<file path="config.mk">
export PLATFORM = sky130hd
export DESIGN_NAME = quasi_hadamard_idea_mixer
export DESIGN_NICKNAME = d
export VERILOG_FILES = /design/src/rtl/core/qhim_pkg.sv /design/src/rtl/core/qhim_mul.sv /design/src/rtl/core/qhim_red.sv /design/src/rtl/core/quasi_hadamard_idea_mixer.sv
export SDC_FILE = /design/constraint.sdc
export NUM_CORES = 2
export LEC_CHECK = 0
export ABC_AREA = 1
export ABC_CLOCK_PERIOD_IN_PS = 8029
export BUFFER_PORTS_ARGS = -buffer_cell sky130_fd_sc_hd__buf_2
export CORE_MARGIN = 4
export CORE_UTILIZATION = 60
export DETAILED_ROUTE_END_ITERATION = 10
export GPL_TIMING_DRIVEN = 0
export HOLD_SLACK_MARGIN = 0.06
export PLACE_DENSITY = 0.83
export SLEW_MARGIN = 5
export SYNTH_ARGS = -nofsm -noshare
export SYNTH_HDL_FRONTEND = slang
export SYNTH_HIERARCHICAL = 1
export SYNTH_SLANG_ARGS = --single-unit
</file>
<file path="constraint.sdc">
create_clock -name clock -period 8.03 [get_ports clock]
set_clock_uncertainty 0.2 [all_clocks]
set_input_delay 0.803 -clock clock [delete_from_list [all_inputs] [get_ports clock]]
set_output_delay 0.803 -clock clock [all_outputs]
set_load 0.02 [all_outputs]
</file>
<file path="src/rtl/core/qhim_pkg.sv">
package qhim_pkg;

   localparam int HALF_W = 16;
   localparam int WORD_W = 2 * HALF_W;

   // product in flight between multiply and reduce
   // special: an operand was zero, result already in prod[HALF_W-1:0]
   typedef struct packed {
      logic              special;
      logic [WORD_W-1:0] prod;
   } prod_type;

endpackage

</file>
<file path="src/rtl/core/qhim_mul.sv">
module qhim_mul (
   input  logic                      clock,
   input  logic                      reset,
   input  logic                      in_valid,
   output logic                      in_ready,
   input  logic [qhim_pkg::HALF_W-1:0] in_a,
   input  logic [qhim_pkg::HALF_W-1:0] in_b,
   input  logic [qhim_pkg::HALF_W-1:0] in_side,
   output logic                      out_valid,
   input  logic                      out_ready,
   output qhim_pkg::prod_type        out_prod,
   output logic [qhim_pkg::HALF_W-1:0] out_side
);

   logic                        valid_ff;
   logic                        valid_in;
   logic                        advance;
   qhim_pkg::prod_type          prod_ff;
   qhim_pkg::prod_type          prod_in;
   logic [qhim_pkg::HALF_W-1:0] side_ff;
   logic [qhim_pkg::HALF_W-1:0] one;

   assign one      = qhim_pkg::HALF_W'(1);
   assign advance  = !valid_ff || out_ready;
   assign in_ready = advance;
   assign valid_in = advance ? in_valid : valid_ff;

   // zero operand stands for -1 mod 65537, so the product is 1 - other
   always_comb begin
      prod_in.special = 1'b0;
      prod_in.prod    = {{qhim_pkg::HALF_W{1'b0}}, in_a} * {{qhim_pkg::HALF_W{1'b0}}, in_b};
      if (in_a == '0) begin
         prod_in.special = 1'b1;
         prod_in.prod    = {{qhim_pkg::HALF_W{1'b0}}, one - in_b};
      end else if (in_b == '0) begin
         prod_in.special = 1'b1;
         prod_in.prod    = {{qhim_pkg::HALF_W{1'b0}}, one - in_a};
      end
   end

   always_ff @(posedge clock) begin
      if (reset) begin
         valid_ff <= 1'b0;
      end else begin
         valid_ff <= valid_in;
      end
   end

   always_ff @(posedge clock) begin
      if (advance && in_valid) begin
         prod_ff <= prod_in;
         side_ff <= in_side;
      end
   end

   assign out_valid = valid_ff;
   assign out_prod  = prod_ff;
   assign out_side  = side_ff;

   a_special_narrow: assert property (@(posedge clock) disable iff (reset)
      valid_ff && prod_ff.special |-> prod_ff.prod[qhim_pkg::WORD_W-1:qhim_pkg::HALF_W] == '0)
      else $error("special product carries high bits");

endmodule

</file>
<file path="src/rtl/core/qhim_red.sv">
module qhim_red (
   input  logic                      clock,
   input  logic                      reset,
   input  logic                      in_valid,
   output logic                      in_ready,
   input  qhim_pkg::prod_type        in_prod,
   input  logic [qhim_pkg::HALF_W-1:0] in_side,
   output logic                      out_valid,
   input  logic                      out_ready,
   output logic [qhim_pkg::HALF_W-1:0] out_res,
   output logic [qhim_pkg::HALF_W-1:0] out_side
);

   logic                        valid_ff;
   logic                        valid_in;
   logic                        advance;
   logic [qhim_pkg::HALF_W-1:0] res_ff;
   logic [qhim_pkg::HALF_W-1:0] res_in;
   logic [qhim_pkg::HALF_W-1:0] side_ff;
   logic [qhim_pkg::HALF_W-1:0] p_lo;
   logic [qhim_pkg::HALF_W-1:0] p_hi;

   assign advance  = !valid_ff || out_ready;
   assign in_ready = advance;
   assign valid_in = advance ? in_valid : valid_ff;

   assign p_lo = in_prod.prod[qhim_pkg::HALF_W-1:0];
   assign p_hi = in_prod.prod[qhim_pkg::WORD_W-1:qhim_pkg::HALF_W];

   // 2^16 == -1 mod 65537: lo - hi, plus the modulus on borrow
   always_comb begin
      if (in_prod.special) begin
         res_in = p_lo;
      end else begin
         res_in = p_lo - p_hi + {{(qhim_pkg::HALF_W-1){1'b0}}, (p_lo < p_hi)};
      end
   end

   always_ff @(posedge clock) begin
      if (reset) begin
         valid_ff <= 1'b0;
      end else begin
         valid_ff <= valid_in;
      end
   end

   always_ff @(posedge clock) begin
      if (advance && in_valid) begin
         res_ff  <= res_in;
         side_ff <= in_side;
      end
   end

   assign out_valid = valid_ff;
   assign out_res   = res_ff;
   assign out_side  = side_ff;

endmodule

</file>
<file path="src/rtl/core/quasi_hadamard_idea_mixer.sv">
// Mixes a 32-bit word with two chained IDEA products (multiplication mod 65537, code 0 = 65536):
// high' = high * low, then low' = high' * low; rsp_word_out = {high', low'}. One word per cycle
// sustained while the output is not stalled: each product is a 16x16 multiply stage followed by a
// mod-65537 reduce stage, and the second reduce stage is the output register. Stages advance
// independently, so empty stages fill while the output is stalled. No state beyond the pipe.
module quasi_hadamard_idea_mixer (
   input  logic                        clock,
   input  logic                        reset,
   input  logic                        req_valid,
   output logic                        req_stall,
   input  logic [qhim_pkg::WORD_W-1:0] req_word_in,
   output logic                        rsp_valid,
   input  logic                        rsp_stall,
   output logic [qhim_pkg::WORD_W-1:0] rsp_word_out
);

   logic                        s1_valid, s2_valid, s3_valid;
   logic                        s1_ready, s2_ready, s3_ready, s0_ready;
   qhim_pkg::prod_type          s1_prod, s3_prod;
   logic [qhim_pkg::HALF_W-1:0] s1_side, s2_res, s2_side, s3_side, s4_res, s4_side;

   qhim_mul u_mul_hi (
      .clock     (clock),
      .reset     (reset),
      .in_valid  (req_valid),
      .in_ready  (s0_ready),
      .in_a      (req_word_in[qhim_pkg::WORD_W-1:qhim_pkg::HALF_W]),
      .in_b      (req_word_in[qhim_pkg::HALF_W-1:0]),
      .in_side   (req_word_in[qhim_pkg::HALF_W-1:0]),
      .out_valid (s1_valid),
      .out_ready (s1_ready),
      .out_prod  (s1_prod),
      .out_side  (s1_side)
   );

   qhim_red u_red_hi (
      .clock     (clock),
      .reset     (reset),
      .in_valid  (s1_valid),
      .in_ready  (s1_ready),
      .in_prod   (s1_prod),
      .in_side   (s1_side),
      .out_valid (s2_valid),
      .out_ready (s2_ready),
      .out_res   (s2_res),
      .out_side  (s2_side)
   );

   qhim_mul u_mul_lo (
      .clock     (clock),
      .reset     (reset),
      .in_valid  (s2_valid),
      .in_ready  (s2_ready),
      .in_a      (s2_res),
      .in_b      (s2_side),
      .in_side   (s2_res),
      .out_valid (s3_valid),
      .out_ready (s3_ready),
      .out_prod  (s3_prod),
      .out_side  (s3_side)
   );

   qhim_red u_red_lo (
      .clock     (clock),
      .reset     (reset),
      .in_valid  (s3_valid),
      .in_ready  (s3_ready),
      .in_prod   (s3_prod),
      .in_side   (s3_side),
      .out_valid (rsp_valid),
      .out_ready (!rsp_stall),
      .out_res   (s4_res),
      .out_side  (s4_side)
   );

   assign req_stall    = !s0_ready;
   assign rsp_word_out = {s4_side, s4_res};

   a_reset_empty: assert property (@(posedge clock)
      reset |=> !rsp_valid)
      else $error("output valid after reset");

   a_free_flow: assert property (@(posedge clock) disable iff (reset)
      !rsp_stall |-> !req_stall)
      else $error("input stalled while output drains");

   a_enter: assert property (@(posedge clock) disable iff (reset)
      req_valid && !req_stall |=> s1_valid)
      else $error("accepted transfer lost at first stage");

   a_full_hold: assert property (@(posedge clock) disable iff (reset)
      req_stall |-> s1_valid && s2_valid && s3_valid && rsp_valid)
      else $error("input stalled with a bubble in the pipe");

endmodule

</file>
* Yosys cells after proc, flatten, opt, wreduce, memory -nomap -nowiden
Cells that the tools add are included.
Storage, ports and cells: bits in registers 166, latch bits 0, bits in writable memories 0, bits in read-only memories 0, input bits 36, output and inout bits 34, memories kept 0
Cells by class: $add $sub $neg 8, multipliers 2, divide/modulo/power cells 0, $lt $le $gt $ge 2, eq/ne operators 0, shifts and indexed selects 0, multiplexer cells 6, bitwise gates (word level) 0, reduce and logical (&&, ||, !) cells 20
Operators with widths (count):
- $mux W33 | 2
- $logic_not A16 Y1 | 4
- $mul A16 B16 Y32 | 2
- $mux W16 | 4
- $sub A1 B16 Y16 const A | 4
- $add A16 B1 Y16 | 2
- $lt A16 B16 Y1 | 2
- $sub A16 B16 Y16 | 2
- $logic_not A1 Y1 | 6
- $logic_and A1 B1 Y1 | 4
- $logic_or A1 B1 Y1 | 4
- $reduce_or A2 Y1 | 2

* Longest topological paths before layout
depth after elaboration 6, mapped depth 28, gate-level depth less buffers 26

* By module
The synthesis kept the hierarchy.
By module, submodules not included:
- qhim_mul at u_mul_hi | instances 1, cells an instance 1645, area an instance 12101.6 µm²
- qhim_mul at u_mul_lo | instances 1, cells an instance 1624, area an instance 12100.4 µm²
- qhim_red | instances 2, cells an instance 332, area an instance 2632.5 µm²
- quasi_hadamard_idea_mixer | instances 1, cells an instance 2, area an instance 7.5 µm²

* Least setup slack after synthesis
No wires, ideal clock.
path kind in2reg, from input port req_word_in[16] in the netlist's numbering, to register u_mul_hi.prod_ff (netlist bit u_mul_hi/out_prod[31]) (data pin), library setup time 255 ps, arrival time 5724 ps, required time 7575 ps, slack 1851 ps, cell stages on the path 21, cells stage by stage clkbuf_1 -> clkbuf_1 -> nand2_1 -> fa_1 -> fa_1 -> inv_1 -> fa_1 -> fa_1 -> fa_1 -> inv_1 -> fa_1 -> inv_1 -> ha_1 -> nand2_1 -> inv_1 -> nand2_1 -> nor2_1 -> and2_1 -> nand2_1 -> a21oi_1 -> nor2_1
On the way: word-level cells in the longest chain between the ends 2
Ends and longest elaborated chain:
- from (decl) | line quasi_hadamard_idea_mixer.sv:11 | input logic [qhim_pkg::WORD_W-1:0] req_word_in,
- branches (longest 2 deep; another with $mul A16 B16 Y32)
- to (signal assigned) | line qhim_mul.sv:51 | prod_ff <= prod_in;
- to (decl) | line qhim_mul.sv:18 | qhim_pkg::prod_type prod_ff;
Parallel ways; which one is timed is not known. A chain may end at the register's enable or synchronous reset.

* Worst setup path after layout
from register u_red_hi.side_ff (netlist bit u_red_hi/out_side[8]), to register u_mul_lo.prod_ff (netlist bit u_mul_lo/out_prod[30]) (data pin)
On the way: word-level cells in the longest chain between the ends 2
Ends and longest elaborated chain:
- from (decl) | line qhim_red.sv:19 | logic [qhim_pkg::HALF_W-1:0] side_ff;
- from (signal assigned) | line qhim_red.sv:50 | side_ff <= in_side;
- branches (longest 2 deep; another with $mul A16 B16 Y32)
- to (signal assigned) | line qhim_mul.sv:51
- to (decl) | line qhim_mul.sv:18
Parallel ways; which one is timed is not known.

==> impl_metrics.yaml <==
synth:
  yosysWarnings: 6
  synth_seq_cells: 166
  ys.flop_type: "edfxtp_1"
  synth-async-reset-ratio_pct: 0
  syn_avg_cell_area_um2: 7.49
  synthMuxAreaShare_pct: 0
  syn_inst: 3935
  synth_edf_count: 162
  synth_area_mm2: 0.0295
  synth_top_family_by_area: "adder cells"
  synthAdderAreaFrac_pct: 39.1
  yosysSeqAreaShare_pct: 16.8
  synth-xor-area-share_pct: 1.49
  synth_fp_nets: 4649
  synth-compound-area-share_pct: 3.04
  synth_cell_types: 53
  synth_simple_gate_area_share_pct: 23.7
clock_network:
  postCtsSetupBuffers: 0
  cts_sinks: 166
  clk_latency_ps: 440
  clk_pin_slew_worst_paths_ps: 80
  cts.repair.resized: 0
  cts.root.buffer_cell: "clkbuf_16"
  hold_buffers: 0
  ctsHtreeMaxLevel: 4
  cts_tree: "done"
  numCtsBuffers: 17
  cts.path.max_buffers: 2
worst_setup_path:
  cp-end-kind: "register"
  worstSetupPathType: "register to register"
  r2r.worst_path.cells: 22
  critPathArrivalTime_ps: 7260
  crit_cells: 22
  crit_buf_inv: 6
  required_ps: 8090
  crit_family: "adder cells"
  worstPathCellList: "clkbuf_1 -> clkbuf_1 -> nand2_1 -> fa_1 -> inv_1 -> fa_1 -> fa_1 -> inv_1 -> fa_1 -> fa_1 -> fa_1 -> inv_1 -> ha_1 -> nand2_1 -> nor2_1 -> inv_1 -> nor2_1 -> and2_1 -> nand2_1 -> nand3_1 -> nand2_1 -> nor2_1"
  cp_slowest_stage_delay_ps: 690
  crit_top_cell: "fa_1"
  critical_path.slowest_cell: "clkbuf_1"
  cp-start-kind: "register"
  worst-path-max-fanout: 10
routing:
  antenna_left: 0
  wl_um: 82300
  first_iter_violations: 2004
  top_layer: "met5"
  dr_wl_met2_um: 40100
  drc: 0
  firstDrtPassIters: 6
  wl_met1_um: 29800
  vias: 25000
  wl_per_cell_um: 17.6
  vias_per_cell: 5.35
  wl_met3_um: 6760
worst_hold_path:
  hold_class: "register to register"
  min_path_cells: 0
die:
  fp.coreArea_mm2: 0.0481
  io-pin-count: 70
  die_w_um: 230
  initial_utilization_pct: 61.2
  fp-row-count: 80
  dieArea_mm2: 0.0527
  dieHeight_um: 230
cells_and_area:
  fillers: 4066
  nets: 4726
  num_antenna_cells: 0
  syn_to_final_growth_pct: 6.29
  fin_util_pct: 65.1
  multi_input_area_mm2: 0.0199
  drive_above_1_share_pct: 6.36
  seq_area_mm2: 0.00494
outcome:
  run_status: "finished clean"
sta:
  max_freq_mhz: 139
  min_period_over_period_pct: 89.7
  slew_viol_final: 0
  finalSetupViolCount: 0
  tns_ps: 0
  min_period_ps: 7210
  worst_pin_slew_ps: 1020
  rsz0062_at_grt: "no"
  max_slew_margin_pct: 32.2
  hold_viol: 0
place:
  dpl.hpwl_um: 66800
  gp_congestion: 1.02
  io_buffers: 54
global_route:
  globalRouteOverflowTotal: 0
  grt_pass1_vias: 26100
  grt_max_degree: 27
  grt_pass1_wl_um: 133000
  antenna_found_initial: 1
  track_usage_pct: 32.0
run:
  cap_violations: 0
-- through the flow --
| step | hold WS [ps] | setup slack, ps | std cells | instance area (um^2) |
|---|---|---|---|---|
| after CTS | 220 | 997 | 4681 | 31300 |
| after floorplan | 200 | 1850 | 3935 | 29500 |
| after detailed placement | 205 | 594 | 4649 | 30700 |
| after global routing | 226 | 603 | 4681 | 31300 |
| after global placement | 201 | 634 | 4645 | 30600 |
| final | 215 | 824 | 4681 | 31300 |
-- state kept, by name, indices dropped and copies added (netlist names), 16 cells and up --
signal,count
u_mul_hi/out_prod,33
u_mul_hi/out_side,16
u_mul_lo/out_prod,33
u_mul_lo/out_side,16
u_red_hi/out_res,16
u_red_hi/out_side,16
u_red_lo/out_res,16
u_red_lo/out_side,16
-- cell usage in the layout (no fill, tap or decap), types with 5 or more instances in the layout --
cell,instances
buf_1,30
xnor2_1,20
nor2_1,188
o21bai_1,6
a21oi_2,5
o21ai_1,10
edfxtp_1,162
nand2_1,1233
buf_6,15
nand3b_1,5
nor2_2,11
nand2_2,12
clkbuf_1,42
fa_1,404
inv_1,1028
o211ai_1,6
a21o_1,5
nand2_4,5
nand4_1,18
inv_2,27
clkinv_8,6
or2_1,5
buf_2,103
o21ai_0,23
nand3_1,158
clkbuf_16,17
ha_1,274
nor2_4,10
nor3_1,16
a21oi_1,78
xor2_1,30
-- cell type report --
class	count	share of cell area, %
sequential	166	15.8
timing repair buffer	58	1.17
clock buffer	17	1.36
buffer	140	2.28
tap	656	2.62
multi-input combinational	2570	63.5
clock inverter	15	0.627
inverter	1059	12.7
-- synthesized netlist by cell type (12+ instances only) --
library cell | instances | share of area, %
a21oi_1 | 82 | 1.4
buf_1 | 30 | 0.38
buf_2 | 49 | 0.83
buf_6 | 15 | 0.57
clkbuf_1 | 42 | 0.53
edfxtp_1 | 162 | 17
fa_1 | 404 | 27
ha_1 | 274 | 12
inv_1 | 1028 | 13
inv_2 | 27 | 0.34
nand2_1 | 1233 | 16
nand2_2 | 12 | 0.25
nand3_1 | 158 | 2.7
nand4_1 | 18 | 0.38
nor2_1 | 188 | 2.4
nor3_1 | 16 | 0.27
o21ai_0 | 23 | 0.39
xnor2_1 | 20 | 0.59
xor2_1 | 30 | 0.89
-- routing by layer --
layer  vias to the layer above  global-route usage, %
met2                      1181                   55.5
met1                     11800                   37.8
met3                       356                   5.28
met5                         -                      0
li1                      11700                      -
met4                         4                   18.4
-- kinds of logic after synthesis --
| kind of cell | count (synthesis) |
|---|---|
| buffers and inverters | 1199 |
| XOR/XNOR | 50 |
| adder cells (fa/ha/maj) | 678 |
| AND/OR/NAND/NOR | 1688 |
| flip-flops | 166 |
| AO/OA/AOI/OAI | 154 |
-- final timing paths --
kind | start | end | slack [ps]
min | u_mul_lo/out_side[7] | u_red_lo/out_side[7] | 220
min reg2reg | u_mul_lo/out_side[7] | u_red_lo/out_side[7] | 220
max reg2reg | u_red_hi/out_side[8] | u_mul_lo/out_prod[30] | 820
max | u_red_hi/out_side[8] | u_mul_lo/out_prod[30] | 820
Power is not shown: default switching activity piles up to over one toggle a cycle in this logic, so the estimate is an artifact.
